**src/design/assert_macros.svh**
```systemverilog
// ----------------------------------------------------------------------------
// assert_macros.svh
// Concurrent assertion helpers, compiled out for synthesis.
// ----------------------------------------------------------------------------
`ifndef ASSERT_MACROS_SVH
`define ASSERT_MACROS_SVH

`ifndef SYNTHESIS

// check a property on every enabled clock edge
`define ASSERT_ALWAYS(lbl, clk, rstn, prop, msg) \
    lbl: assert property (@(posedge clk) disable iff (!rstn) (prop)) else $error(msg);

// check that a condition implies a consequence on the next clock
`define ASSERT_NEXT(lbl, clk, rstn, pre, post, msg) \
    lbl: assert property (@(posedge clk) disable iff (!rstn) (pre) |=> (post)) \
        else $error(msg);

`else

`define ASSERT_ALWAYS(lbl, clk, rstn, prop, msg)
`define ASSERT_NEXT(lbl, clk, rstn, pre, post, msg)

`endif

`endif

```
**src/design/ptts_pkg.sv**
```systemverilog
// ----------------------------------------------------------------------------
// ptts_pkg
// Types and constants shared by the periodic task tick scheduler.
// ----------------------------------------------------------------------------
`timescale 1ns / 1ps
`default_nettype none

package ptts_pkg;

    localparam int MODE_W    = 3;
    localparam int TAG_W     = 8;
    localparam int TIME_W    = 24;
    localparam int CD_W      = TIME_W + 1;
    localparam int PEND_W    = 8;
    localparam int SLOTF_W   = 4;
    localparam int KIND_W    = 3;
    localparam int STATUS_W  = 2;
    localparam int TICK_W    = 32;
    localparam int OVR_W     = 16;
    localparam int DISP_MAX  = 16;
    localparam int DISP_CW   = $clog2(DISP_MAX);

    localparam logic [MODE_W-1:0] MODE_ADD   = 3'd0;
    localparam logic [MODE_W-1:0] MODE_DEL   = 3'd1;
    localparam logic [MODE_W-1:0] MODE_TICK  = 3'd2;
    localparam logic [MODE_W-1:0] MODE_DISP  = 3'd3;
    localparam logic [MODE_W-1:0] MODE_CLEAR = 3'd4;

    localparam logic [KIND_W-1:0] KIND_ADD   = 3'd0;
    localparam logic [KIND_W-1:0] KIND_DEL   = 3'd1;
    localparam logic [KIND_W-1:0] KIND_TICK  = 3'd2;
    localparam logic [KIND_W-1:0] KIND_DUE   = 3'd3;
    localparam logic [KIND_W-1:0] KIND_NONE  = 3'd4;
    localparam logic [KIND_W-1:0] KIND_CLEAR = 3'd5;

    localparam logic [STATUS_W-1:0] ST_OK    = 2'd0;
    localparam logic [STATUS_W-1:0] ST_FULL  = 2'd1;
    localparam logic [STATUS_W-1:0] ST_EMPTY = 2'd2;

    typedef struct packed {
        logic [TAG_W-1:0]  tag;
        logic [CD_W-1:0]   countdown;
        logic [TIME_W-1:0] period;
        logic [PEND_W-1:0] pending;
    } t_slot_rec;

    localparam int REC_W = $bits(t_slot_rec);

    typedef struct packed {
        logic              load;
        logic              add_write;
        logic              add_full;
        logic              del;
        logic              tick_start;
        logic              tick_rd;
        logic              tick_wb;
        logic              disp_start;
        logic              disp_wb;
        logic              clear;
        logic              idx_inc;
        logic              emit;
        logic [KIND_W-1:0] kind;
    } t_cmd;

    typedef struct packed {
        logic idx_used;
        logic idx_due;
        logic idx_last;
        logic any_due;
        logic disp_last;
        logic out_free;
    } t_sts;

endpackage

`default_nettype wire

```
**src/design/ptts_ram.sv**
```systemverilog
// ----------------------------------------------------------------------------
// ptts_ram
// Simple dual-port RAM: one write port, one read port with registered data.
// ----------------------------------------------------------------------------
`timescale 1ns / 1ps
`default_nettype none

module ptts_ram #(
    parameter int WIDTH = 8,
    parameter int DEPTH = 16,
    localparam int AW = (DEPTH > 1) ? $clog2(DEPTH) : 1
) (
    input  logic             i_clk,
    input  logic             i_we,
    input  logic [AW-1:0]    i_waddr,
    input  logic [WIDTH-1:0] i_wdata,
    input  logic [AW-1:0]    i_raddr,
    output logic [WIDTH-1:0] o_rdata
);

    logic [WIDTH-1:0] r_mem [DEPTH];
    logic [WIDTH-1:0] r_rdata;

    always_ff @(posedge i_clk) begin
        if (i_we) begin
            r_mem[i_waddr] <= i_wdata;
        end
        r_rdata <= r_mem[i_raddr];
    end

    assign o_rdata = r_rdata;

endmodule

`default_nettype wire

```
**src/design/ptts_ctrl.sv**
```systemverilog
// ----------------------------------------------------------------------------
// ptts_ctrl
// Controller: decodes each transaction and sequences the slot walks.
// ----------------------------------------------------------------------------
`timescale 1ns / 1ps
`default_nettype none

module ptts_ctrl (
    input  logic                         i_clk,
    input  logic                         i_rst_n,
    input  logic                         i_in_valid,
    output logic                         o_in_ready,
    input  logic [ptts_pkg::MODE_W-1:0]  i_mode,
    input  ptts_pkg::t_sts               i_sts,
    output ptts_pkg::t_cmd               o_cmd
);

    import ptts_pkg::*;

    localparam logic [2:0] S_IDLE      = 3'd0;
    localparam logic [2:0] S_DECODE    = 3'd1;
    localparam logic [2:0] S_ADD       = 3'd2;
    localparam logic [2:0] S_TICK      = 3'd3;
    localparam logic [2:0] S_TICK_END  = 3'd4;
    localparam logic [2:0] S_DISP_SCAN = 3'd5;
    localparam logic [2:0] S_DISP_EMIT = 3'd6;
    localparam logic [2:0] S_EMIT_ONE  = 3'd7;

    logic [2:0]        r_state;
    logic [2:0]        n_state;
    logic [MODE_W-1:0] r_mode;
    logic [KIND_W-1:0] r_kind;
    logic [KIND_W-1:0] n_kind;
    logic              w_accept;

    assign o_in_ready = (r_state == S_IDLE);
    assign w_accept   = i_in_valid && o_in_ready;

    always_comb begin
        n_state = r_state;
        n_kind  = r_kind;
        o_cmd   = '0;
        unique case (r_state)
            S_IDLE: begin
                if (w_accept) begin
                    o_cmd.load = 1'b1;
                    n_state    = S_DECODE;
                end
            end
            S_DECODE: begin
                unique case (r_mode)
                    MODE_ADD: begin
                        n_state = S_ADD;
                    end
                    MODE_DEL: begin
                        o_cmd.del = 1'b1;
                        n_kind    = KIND_DEL;
                        n_state   = S_EMIT_ONE;
                    end
                    MODE_TICK: begin
                        o_cmd.tick_start = 1'b1;
                        n_state          = S_TICK;
                    end
                    MODE_DISP: begin
                        o_cmd.disp_start = 1'b1;
                        if (i_sts.any_due) begin
                            n_state = S_DISP_SCAN;
                        end else begin
                            n_kind  = KIND_NONE;
                            n_state = S_EMIT_ONE;
                        end
                    end
                    MODE_CLEAR: begin
                        o_cmd.clear = 1'b1;
                        n_kind      = KIND_CLEAR;
                        n_state     = S_EMIT_ONE;
                    end
                    default: begin
                        n_state = S_IDLE;
                    end
                endcase
            end
            S_ADD: begin
                n_kind = KIND_ADD;
                priority if (!i_sts.idx_used) begin
                    o_cmd.add_write = 1'b1;
                    n_state         = S_EMIT_ONE;
                end else if (i_sts.idx_last) begin
                    o_cmd.add_full = 1'b1;
                    n_state        = S_EMIT_ONE;
                end else begin
                    o_cmd.idx_inc = 1'b1;
                end
            end
            S_TICK: begin
                o_cmd.tick_rd = 1'b1;
                o_cmd.tick_wb = 1'b1;
                if (i_sts.idx_last) begin
                    n_state = S_TICK_END;
                end else begin
                    o_cmd.idx_inc = 1'b1;
                end
            end
            S_TICK_END: begin
                o_cmd.tick_wb = 1'b1;
                n_kind        = KIND_TICK;
                n_state       = S_EMIT_ONE;
            end
            S_DISP_SCAN: begin
                priority if (i_sts.idx_due) begin
                    n_state = S_DISP_EMIT;
                end else if (i_sts.idx_last) begin
                    n_state = S_IDLE;
                end else begin
                    o_cmd.idx_inc = 1'b1;
                end
            end
            S_DISP_EMIT: begin
                if (i_sts.out_free) begin
                    o_cmd.emit    = 1'b1;
                    o_cmd.kind    = KIND_DUE;
                    o_cmd.disp_wb = 1'b1;
                    if (i_sts.disp_last || i_sts.idx_last) begin
                        n_state = S_IDLE;
                    end else begin
                        o_cmd.idx_inc = 1'b1;
                        n_state       = S_DISP_SCAN;
                    end
                end
            end
            S_EMIT_ONE: begin
                if (i_sts.out_free) begin
                    o_cmd.emit = 1'b1;
                    o_cmd.kind = r_kind;
                    n_state    = S_IDLE;
                end
            end
            default: begin
                n_state = S_IDLE;
            end
        endcase
    end

    always_ff @(posedge i_clk) begin
        if (!i_rst_n) begin
            r_state <= S_IDLE;
            r_kind  <= KIND_ADD;
        end else begin
            r_state <= n_state;
            r_kind  <= n_kind;
        end
    end

    always_ff @(posedge i_clk) begin
        if (w_accept) begin
            r_mode <= i_mode;
        end
    end

endmodule

`default_nettype wire

```
**src/design/ptts_dpath.sv**
```systemverilog
// ----------------------------------------------------------------------------
// ptts_dpath
// Datapath: slot table, used and due bits, counters and the result register.
// ----------------------------------------------------------------------------
`timescale 1ns / 1ps
`default_nettype none

module ptts_dpath #(
    parameter int TASK_SLOTS = 16
) (
    input  logic                           i_clk,
    input  logic                           i_rst_n,
    input  ptts_pkg::t_cmd                 i_cmd,
    output ptts_pkg::t_sts                 o_sts,
    input  logic [ptts_pkg::TAG_W-1:0]     i_task_tag,
    input  logic [ptts_pkg::TIME_W-1:0]    i_phase,
    input  logic [ptts_pkg::TIME_W-1:0]    i_period,
    input  logic [ptts_pkg::SLOTF_W-1:0]   i_slot,
    output logic                           o_out_valid,
    input  logic                           i_out_ready,
    output logic [ptts_pkg::KIND_W-1:0]    o_result_kind,
    output logic [ptts_pkg::SLOTF_W-1:0]   o_slot_index,
    output logic [ptts_pkg::TAG_W-1:0]     o_due_tag,
    output logic [ptts_pkg::STATUS_W-1:0]  o_status,
    output logic [ptts_pkg::TICK_W-1:0]    o_tick_total,
    output logic [ptts_pkg::OVR_W-1:0]     o_overrun_total,
    output logic                           o_last
);

    import ptts_pkg::*;

    localparam int IW = (TASK_SLOTS > 1) ? $clog2(TASK_SLOTS) : 1;
    localparam logic [IW-1:0] IDX_LAST = IW'(TASK_SLOTS - 1);
    localparam logic signed [OVR_W-1:0] CHK_ONE = OVR_W'(1);

    logic [TASK_SLOTS-1:0] r_used;
    logic [TASK_SLOTS-1:0] r_due;
    logic [IW-1:0]         r_idx;
    logic [IW-1:0]         r_rd_idx;
    logic                  r_tick_v;
    logic [TAG_W-1:0]      r_tag;
    logic [TIME_W-1:0]     r_phase;
    logic [TIME_W-1:0]     r_period;
    logic [SLOTF_W-1:0]    r_slot;
    logic [SLOTF_W-1:0]    r_res_slot;
    logic [STATUS_W-1:0]   r_status;
    logic [TICK_W-1:0]     r_tick;
    logic signed [OVR_W-1:0] r_ovr_chk;
    logic [OVR_W-1:0]      r_ovr_cnt;
    logic [DISP_CW-1:0]    r_n;

    logic                  r_out_valid;
    logic [KIND_W-1:0]     r_out_kind;
    logic [SLOTF_W-1:0]    r_out_slot;
    logic [TAG_W-1:0]      r_out_tag;
    logic [STATUS_W-1:0]   r_out_status;
    logic [TICK_W-1:0]     r_out_tick;
    logic [OVR_W-1:0]      r_out_ovr;
    logic                  r_out_last;

    logic [REC_W-1:0]      w_rd_bits;
    t_slot_rec             w_rd;
    logic [PEND_W-1:0]     w_pend_eff;
    logic [CD_W-1:0]       w_cd1;
    logic                  w_hit;
    logic [PEND_W-1:0]     w_pend1;
    logic [CD_W-1:0]       w_cd2;
    t_slot_rec             w_tick_rec;
    logic                  w_tick_we;
    logic [PEND_W-1:0]     w_disp_pend;
    logic                  w_disp_free;
    logic                  w_disp_we;
    t_slot_rec             w_add_rec;
    logic                  w_we;
    logic [IW-1:0]         w_waddr;
    t_slot_rec             w_wrec;
    logic [IW+3:0]         w_slot_ext;
    logic [IW-1:0]         w_del_idx;
    logic                  w_del_ok;
    logic [IW+3:0]         w_idx_ext;
    logic [SLOTF_W-1:0]    w_idx4;
    logic [TASK_SLOTS-1:0] w_above;
    logic                  w_disp_last;
    logic                  w_out_free;

    ptts_ram #(
        .WIDTH (REC_W),
        .DEPTH (TASK_SLOTS)
    ) u_slot_ram (
        .i_clk   (i_clk),
        .i_we    (w_we),
        .i_waddr (w_waddr),
        .i_wdata (w_wrec),
        .i_raddr (r_idx),
        .o_rdata (w_rd_bits)
    );

    assign w_rd = t_slot_rec'(w_rd_bits);

    // tick update of the slot read in the previous cycle
    assign w_pend_eff = r_due[r_rd_idx] ? w_rd.pending : '0;
    assign w_cd1      = (w_rd.countdown != '0) ? (w_rd.countdown - 1'b1) : '0;
    assign w_hit      = (w_cd1 == '0);
    assign w_pend1    = (w_hit && (w_pend_eff != '1)) ? (w_pend_eff + 1'b1) : w_pend_eff;
    assign w_cd2      = (w_hit && (w_rd.period != '0)) ? {1'b0, w_rd.period} : w_cd1;
    assign w_tick_rec = '{tag: w_rd.tag, countdown: w_cd2, period: w_rd.period,
                          pending: w_pend1};
    assign w_tick_we  = i_cmd.tick_wb && r_tick_v && r_used[r_rd_idx];

    assign w_disp_pend = w_rd.pending - 1'b1;
    assign w_disp_free = (w_rd.period == '0);
    assign w_disp_we   = i_cmd.disp_wb && !w_disp_free;

    assign w_add_rec = '{tag: r_tag, countdown: {1'b0, r_phase} + 1'b1, period: r_period,
                         pending: '0};

    always_comb begin
        w_we    = 1'b0;
        w_waddr = r_idx;
        w_wrec  = w_add_rec;
        priority if (i_cmd.add_write) begin
            w_we = 1'b1;
        end else if (w_tick_we) begin
            w_we    = 1'b1;
            w_waddr = r_rd_idx;
            w_wrec  = w_tick_rec;
        end else if (w_disp_we) begin
            w_we   = 1'b1;
            w_wrec = '{tag: w_rd.tag, countdown: w_rd.countdown, period: w_rd.period,
                       pending: w_disp_pend};
        end else begin
            w_we = 1'b0;
        end
    end

    assign w_slot_ext = {{IW{1'b0}}, r_slot};
    assign w_del_idx  = w_slot_ext[IW-1:0];
    assign w_del_ok   = (w_slot_ext < (IW+4)'(TASK_SLOTS)) && r_used[w_del_idx];

    assign w_idx_ext = {4'b0, r_idx};
    assign w_idx4    = w_idx_ext[SLOTF_W-1:0];

    always_comb begin
        for (int j = 0; j < TASK_SLOTS; j++) begin
            w_above[j] = (IW'(j) > r_idx);
        end
    end

    assign w_disp_last = (r_n == DISP_CW'(DISP_MAX - 1)) || !(|(r_due & w_above));
    assign w_out_free  = !r_out_valid || i_out_ready;

    assign o_sts.idx_used  = r_used[r_idx];
    assign o_sts.idx_due   = r_due[r_idx];
    assign o_sts.idx_last  = (r_idx == IDX_LAST);
    assign o_sts.any_due   = |r_due;
    assign o_sts.disp_last = w_disp_last;
    assign o_sts.out_free  = w_out_free;

    always_ff @(posedge i_clk) begin
        if (!i_rst_n) begin
            r_used      <= '0;
            r_due       <= '0;
            r_idx       <= '0;
            r_tick_v    <= 1'b0;
            r_tick      <= '0;
            r_ovr_chk   <= '0;
            r_ovr_cnt   <= '0;
            r_n         <= '0;
            r_out_valid <= 1'b0;
        end else begin
            r_tick_v <= i_cmd.tick_rd;
            if (i_cmd.load) begin
                r_idx <= '0;
                r_n   <= '0;
            end else if (i_cmd.idx_inc) begin
                r_idx <= r_idx + 1'b1;
            end
            if (i_cmd.disp_wb) begin
                r_n <= r_n + 1'b1;
            end
            if (i_cmd.tick_start) begin
                r_tick <= r_tick + 1'b1;
                if (r_ovr_chk > 0) begin
                    if (r_ovr_cnt != '1) begin
                        r_ovr_cnt <= r_ovr_cnt + 1'b1;
                    end
                end else begin
                    r_ovr_chk <= r_ovr_chk + CHK_ONE;
                end
            end
            if (i_cmd.disp_start) begin
                if (r_ovr_cnt == '0) begin
                    if (r_ovr_chk != {1'b1, {(OVR_W-1){1'b0}}}) begin
                        r_ovr_chk <= r_ovr_chk - CHK_ONE;
                    end
                end else begin
                    r_ovr_cnt <= r_ovr_cnt - 1'b1;
                end
            end
            if (i_cmd.add_write) begin
                r_used[r_idx] <= 1'b1;
                r_due[r_idx]  <= 1'b0;
            end
            if (i_cmd.del && w_del_ok) begin
                r_used[w_del_idx] <= 1'b0;
                r_due[w_del_idx]  <= 1'b0;
            end
            if (w_tick_we) begin
                r_due[r_rd_idx] <= (w_pend1 != '0);
            end
            if (i_cmd.disp_wb) begin
                if (w_disp_free) begin
                    r_used[r_idx] <= 1'b0;
                    r_due[r_idx]  <= 1'b0;
                end else begin
                    r_due[r_idx] <= (w_disp_pend != '0);
                end
            end
            if (i_cmd.clear) begin
                r_due <= '0;
            end
            if (i_cmd.emit) begin
                r_out_valid <= 1'b1;
            end else if (i_out_ready) begin
                r_out_valid <= 1'b0;
            end
        end
    end

    always_ff @(posedge i_clk) begin
        r_rd_idx <= r_idx;
        if (i_cmd.load) begin
            r_tag      <= i_task_tag;
            r_phase    <= i_phase;
            r_period   <= i_period;
            r_slot     <= i_slot;
            r_res_slot <= '0;
            r_status   <= ST_OK;
        end
        if (i_cmd.add_write) begin
            r_res_slot <= w_idx4;
        end
        if (i_cmd.add_full) begin
            r_status <= ST_FULL;
        end
        if (i_cmd.del) begin
            r_res_slot <= r_slot;
            r_status   <= w_del_ok ? ST_OK : ST_EMPTY;
        end
        if (i_cmd.emit) begin
            r_out_kind   <= i_cmd.kind;
            r_out_slot   <= (i_cmd.kind == KIND_DUE) ? w_idx4 : r_res_slot;
            r_out_tag    <= (i_cmd.kind == KIND_DUE) ? w_rd.tag : '0;
            r_out_status <= r_status;
            r_out_tick   <= r_tick;
            r_out_ovr    <= r_ovr_cnt;
            r_out_last   <= (i_cmd.kind == KIND_DUE) ? w_disp_last : 1'b1;
        end
    end

    assign o_out_valid     = r_out_valid;
    assign o_result_kind   = r_out_kind;
    assign o_slot_index    = r_out_slot;
    assign o_due_tag       = r_out_tag;
    assign o_status        = r_out_status;
    assign o_tick_total    = r_out_tick;
    assign o_overrun_total = r_out_ovr;
    assign o_last          = r_out_last;

endmodule

`default_nettype wire

```
**src/design/periodic_task_tick_scheduler_unit.sv**
```systemverilog
// ----------------------------------------------------------------------------
// periodic_task_tick_scheduler_unit
// Time-triggered task table with add, delete, tick, dispatch and clear.
// ----------------------------------------------------------------------------
// Input channel (i_in_valid / o_in_ready) carries one command transaction:
// i_mode selects add, delete, tick, dispatch or clear pending. Output channel
// (o_out_valid / i_out_ready) returns result transactions; o_last marks the
// final result of a command. Dispatch returns one result per due slot in slot
// order, at most sixteen, or one "nothing due" result.
// One command is in work at a time. Work per command, N = TASK_SLOTS:
//   delete, clear: one result; undefined mode: no result
//   add: a scan for the first free slot, over at most N slots
//   tick: a read-modify-write walk through all N slots of the slot RAM
//   dispatch: one "nothing due" result, else a scan that emits each due slot
// Slot walks run one slot per cycle; a dispatch pauses at each due slot to
// emit its result. Reset clears used and due bits and all counters; slot RAM
// contents are ignored until a slot is added, so no clearing pass is needed.
// A stalled receiver holds the result register; the walk waits at the next
// result and a new command is taken once the current one has finished.
// ----------------------------------------------------------------------------
`timescale 1ns / 1ps
`default_nettype none

`include "assert_macros.svh"

module periodic_task_tick_scheduler_unit #(
    parameter int TASK_SLOTS = 16
) (
    input  logic                           i_clk,
    input  logic                           i_rst_n,
    input  logic                           i_in_valid,
    output logic                           o_in_ready,
    input  logic [ptts_pkg::MODE_W-1:0]    i_mode,
    input  logic [ptts_pkg::TAG_W-1:0]     i_task_tag,
    input  logic [ptts_pkg::TIME_W-1:0]    i_phase,
    input  logic [ptts_pkg::TIME_W-1:0]    i_period,
    input  logic [ptts_pkg::SLOTF_W-1:0]   i_slot,
    output logic                           o_out_valid,
    input  logic                           i_out_ready,
    output logic [ptts_pkg::KIND_W-1:0]    o_result_kind,
    output logic [ptts_pkg::SLOTF_W-1:0]   o_slot_index,
    output logic [ptts_pkg::TAG_W-1:0]     o_due_tag,
    output logic [ptts_pkg::STATUS_W-1:0]  o_status,
    output logic [ptts_pkg::TICK_W-1:0]    o_tick_total,
    output logic [ptts_pkg::OVR_W-1:0]     o_overrun_total,
    output logic                           o_last
);

    import ptts_pkg::*;

    t_cmd w_cmd;
    t_sts w_sts;

    ptts_ctrl u_ctrl (
        .i_clk      (i_clk),
        .i_rst_n    (i_rst_n),
        .i_in_valid (i_in_valid),
        .o_in_ready (o_in_ready),
        .i_mode     (i_mode),
        .i_sts      (w_sts),
        .o_cmd      (w_cmd)
    );

    ptts_dpath #(
        .TASK_SLOTS (TASK_SLOTS)
    ) u_dpath (
        .i_clk           (i_clk),
        .i_rst_n         (i_rst_n),
        .i_cmd           (w_cmd),
        .o_sts           (w_sts),
        .i_task_tag      (i_task_tag),
        .i_phase         (i_phase),
        .i_period        (i_period),
        .i_slot          (i_slot),
        .o_out_valid     (o_out_valid),
        .i_out_ready     (i_out_ready),
        .o_result_kind   (o_result_kind),
        .o_slot_index    (o_slot_index),
        .o_due_tag       (o_due_tag),
        .o_status        (o_status),
        .o_tick_total    (o_tick_total),
        .o_overrun_total (o_overrun_total),
        .o_last          (o_last)
    );

    `ASSERT_ALWAYS(a_emit_when_free, i_clk, i_rst_n,
        !w_cmd.emit || w_sts.out_free, "result emitted into a full output register")

    `ASSERT_ALWAYS(a_idle_quiet, i_clk, i_rst_n,
        !o_in_ready || (!w_cmd.emit && !w_cmd.tick_wb && !w_cmd.disp_wb),
        "datapath command while controller idle")

    `ASSERT_ALWAYS(a_disp_emits_due, i_clk, i_rst_n,
        !w_cmd.disp_wb || (w_cmd.emit && (w_cmd.kind == KIND_DUE)),
        "dispatch write-back without a due result")

    `ASSERT_NEXT(a_emit_sets_valid, i_clk, i_rst_n,
        w_cmd.emit, o_out_valid, "emitted result not presented")

endmodule

`default_nettype wire
```
**config.mk**
```make
export PLATFORM = sky130hd
export DESIGN_NAME = periodic_task_tick_scheduler_unit
export DESIGN_NICKNAME = d
export VERILOG_FILES = /design/src/design/ptts_pkg.sv /design/src/design/ptts_ram.sv /design/src/design/ptts_ctrl.sv /design/src/design/ptts_dpath.sv /design/src/design/periodic_task_tick_scheduler_unit.sv
export VERILOG_INCLUDE_DIRS = /design/src /design/src/design
export SDC_FILE = /design/constraint.sdc
export NUM_CORES = 2
export LEC_CHECK = 0
export ABC_AREA = 0
export BUFFER_PORTS_ARGS = -buffer_cell sky130_fd_sc_hd__buf_4
export CORE_AREA = 5 5 277 414
export DETAILED_ROUTE_END_ITERATION = 6
export DIE_AREA = 0 0 282 419
export HOLD_SLACK_MARGIN = 0.15
export PLACE_DENSITY = 0.72
export SLEW_MARGIN = 40
export SYNTH_ARGS = -nofsm -noshare
export SYNTH_HDL_FRONTEND = slang
export SYNTH_HIERARCHICAL = 1
export SYNTH_SLANG_ARGS = --single-unit
```
**constraint.sdc**
```tcl
create_clock -name i_clk -period 10.3 [get_ports i_clk]
set_clock_uncertainty 0.15 [all_clocks]
set_input_delay 1.545 -clock i_clk [delete_from_list [all_inputs] [get_ports i_clk]]
set_output_delay 1.545 -clock i_clk [all_outputs]
set_load 0.01 [all_outputs]
```
==> reports/metrics.cfg <==
[run_status]
outcome=complete, no violations

[drt]
via_per_inst=6.145
dr.pass1.iters=6
highest_layer=met4
wl_met3_mm=8.380
routedWlPerCell_um=26.04
drc_errors=0
vias=30380
wl_mm=128.7
met2WireLength_mm=67.57
drt_iter0_drc=3143
wl_met1_mm=47.67
ant_nets=0

[grt]
grt_max_degree=68
overflow=0
grt_use_total_pct=21.61
grt_pass1_wl_mm=192.8
grt_pass1_vias=30830
grt_antenna_before_repair=1

[sta]
min_period_over_period_pct=55.98
hold_ws_ns=0.2842
rsz0062_at_grt=no
setup_tns_ns=0
clock.fmax_mhz=173.4
final-hold-violation-count=0
worstMarginPinSlew_ns=0.8659
min_period_ns=5.765
finalSetupViolations=0
slew_violations=0
timing.max_slew.rel_slack_pct=42.27

[power]
seq_power_share_pct=51.0
switching_share_pct=26.44
power_per_cell_area_nw_per_um2=224.7
peakVddDrop_mv=0.1595
p_switching_mw=3.671
p_total_mw=13.88
pwr-share-clk_pct=34.0
p_int_mw=10.21
combPwrFrac_pct=15.0
leakage_nw=19.73

[clocking]
cts.sinks=1356
cts_max_level=3
post_cts_resized=0
cts.clk_slew.worst_paths_ns=0.07
clock_latency_ns=0.75
cts_buffers=118
cts_setup_buffers=0
cts_tree=built
cts_hold_buf=0
cts_buffer_depth=3
cts_root_buf=clkbuf_16

[worst_setup_path]
reg2reg_depth=11
r2r-start=u_dpath/r_idx[1]$_SDFFE_PP0P_
crit_path_end_kind=register
rrSetupSlack_ns=4.53
arrival_ns=5.98
path_cells=mux4_2 > mux4_2 > nor4_2 > buf_4 > nor2_1 > buf_4 > o21ai_1 > nand2b_1 > nor2_4 > buf_4 > buf_4
rr_endpoint=u_dpath/u_slot_ram/r_mem[14][15]$_DFFE_PP_
startpoint=u_dpath/r_idx[1]$_SDFFE_PP0P_
critical_path.max_fanout=52
cp-endpoint=u_dpath/u_slot_ram/r_mem[14][15]$_DFFE_PP_
path_class=register to register
cp_slowest_stage_delay_ns=0.89
critPathSlowestCell=dfxtp_4
cp_common_cell=buf_4
cp.required_ns=10.52
worstSetupStartpointType=register

[logic_synthesis]
synth_common_cells=edfxtp_1 (1175), mux4_2 (285), nand2_1 (282), dfxtp_1 (181), nor2_1 (161)
synth_seq_cells=1356
synth_top_area_share_pct=64.50
synth_edf_count=1175
synth_nets=3341
yosys_warnings=6
ys_seq_area_share_pct=71.13
syn_inst=3259
ys_types=86
synth_area_leaders=edfxtp_1 (65%), mux4_2 (12%), dfxtp_1 (6.6%)
yosysMostFrequentCell=edfxtp_1
syn_area_um2=54700
syn_avg_cell_area_um2=16.78
ys_async_sr_fraction_pct=0
synth_area_leader_cell=edfxtp_1
synth_flop_cell=edfxtp_1

[cells_and_area]
drive_gt1_share_pct=22.01
fin_nets=3476
fillers=8332
area_delta_synth_final_pct=12.96

[placement]
gp_congestion=0.9448
place.detailed.hpwl_mm=77.37
portBuffers=134

[die]
io_pins=135
dieArea_um2=118200
start_util_pct=49.32
fp.dieW_um=282
die_h_um=419
core_um2=110900
num_rows=150

[hold_path]
hp-class=register to register
hold_path_depth=0

[run]
maxCapViolCount=0

## how the worst min path moves through the flow
stage	to	from
floorplan	u_dpath/r_rd_idx[1]$_DFF_P_	u_dpath/r_idx[1]$_SDFFE_PP0P_
global placement	u_dpath/o_tick_total[22]$_DFFE_PP_	u_dpath/r_tick[22]$_SDFFE_PN0P_
detailed placement	u_dpath/o_tick_total[22]$_DFFE_PP_	u_dpath/r_tick[22]$_SDFFE_PN0P_
CTS	u_dpath/o_tick_total[22]$_DFFE_PP_	u_dpath/r_tick[22]$_SDFFE_PN0P_
global route	u_dpath/o_tick_total[22]$_DFFE_PP_	u_dpath/r_tick[22]$_SDFFE_PN0P_
finish	u_dpath/o_tick_total[22]$_DFFE_PP_	u_dpath/r_tick[22]$_SDFFE_PN0P_
## sequential cells by signal (all words and copies together), names as in the netlist, 8 cells and up
register and cells:
u_dpath/r_period 24, u_dpath/r_tag 8, u_dpath/r_due 16, u_dpath/u_slot_ram/o_rdata 65, u_dpath/r_ovr_cnt 16, u_dpath/o_tick_total 32
u_dpath/o_overrun_total 16, u_dpath/r_used 16, u_dpath/o_due_tag 8, u_dpath/r_tick 32, u_dpath/r_ovr_chk 16, u_dpath/r_phase 24
u_dpath/u_slot_ram/r_mem 1040
## critical path, delay by kind of cell (launching register included)
family,cells,cell delay (ns)
DFF,1,0.89
and+or+nand+nor,4,0.85
muxes,2,1.13
AOI/OAI and AO/OA,1,0.59
buffers and inverters,4,1.68
## per-stage QoR
step           worst slack (ns)  cells  utilization (%)  instance area, um2
2_1_floorplan             1.590   3259                -               54700
5_1_grt                   4.334   4943            55.70               61790
3_3_place_gp              3.943   4706            51.56               57190
3_5_place_dp              4.587   4717            51.85               57510
4_1_cts                   4.519   4942            55.64               61720
6_report                  4.535   4944            55.71               61790
## area by class of cell
class / instances / area (um2) / share of cell area [%]
multi-input cells: 1682 / 15000 / 24.28
flip-flops and latches: 1356 / 38910 / 62.98
repair buffers: 205 / 1734 / 2.807
clock buffers: 139 / 3092 / 5.004
clock inverters: 86 / 1119 / 1.810
inverters: 31 / 116.4 / 0.1883
diodes: 1 / 2.502 / 0.004050
well taps: 1444 / 1807 / 2.924
## power groups by stage
stage | Combinational [mW] | Sequential [mW] | Clock, mW
2_1_floorplan | 1.60 | 6.95 | 0
3_3_place_gp | 2.00 | 7.20 | 0
3_5_place_dp | 2.09 | 7.19 | 0
4_1_cts | 2.10 | 7.07 | 4.80
5_1_grt | 2.27 | 7.10 | 5.04
6_report | 2.09 | 7.08 | 4.72
## logic make-up after synthesis
| kind of cell | synth area share [%] |
|---|---|
| DFF | 71.13 |
| and+or+nand+nor | 7.324 |
| AOI/OAI and AO/OA | 5.618 |
| muxes | 11.98 |
| buffers and inverters | 1.956 |
| xor gates and xnor gates | 1.649 |
| adders and majority gates | 0.3431 |
## layout by cell type, fill, tap and decap left out, types with 19 or more instances in the layout
master,count
nand4_1,32
nand3_1,62
o21ai_0,96
a21oi_1,75
bufinv_16,21
clkinv_2,20
clkbuf_16,118
dfxtp_1,179
nor4_1,26
a31oi_1,20
or3_1,20
inv_1,28
clkinv_1,19
mux4_2,285
nor2_1,134
a22oi_1,134
nand2b_1,24
and2_1,25
nor3_1,33
edfxtp_1,1175
a221oi_1,19
xor2_1,48
nand2_1,282
buf_4,178
xnor2_1,55
and3_1,49
## per-layer routing
metal  vias to the layer above  track usage, %
li1                      13250               -
met1                     15530           26.86
met2                      1313           38.33
met3                       291           3.113
met4                         0           8.443
met5                         -               0
Power figures use the tool's default switching activity.
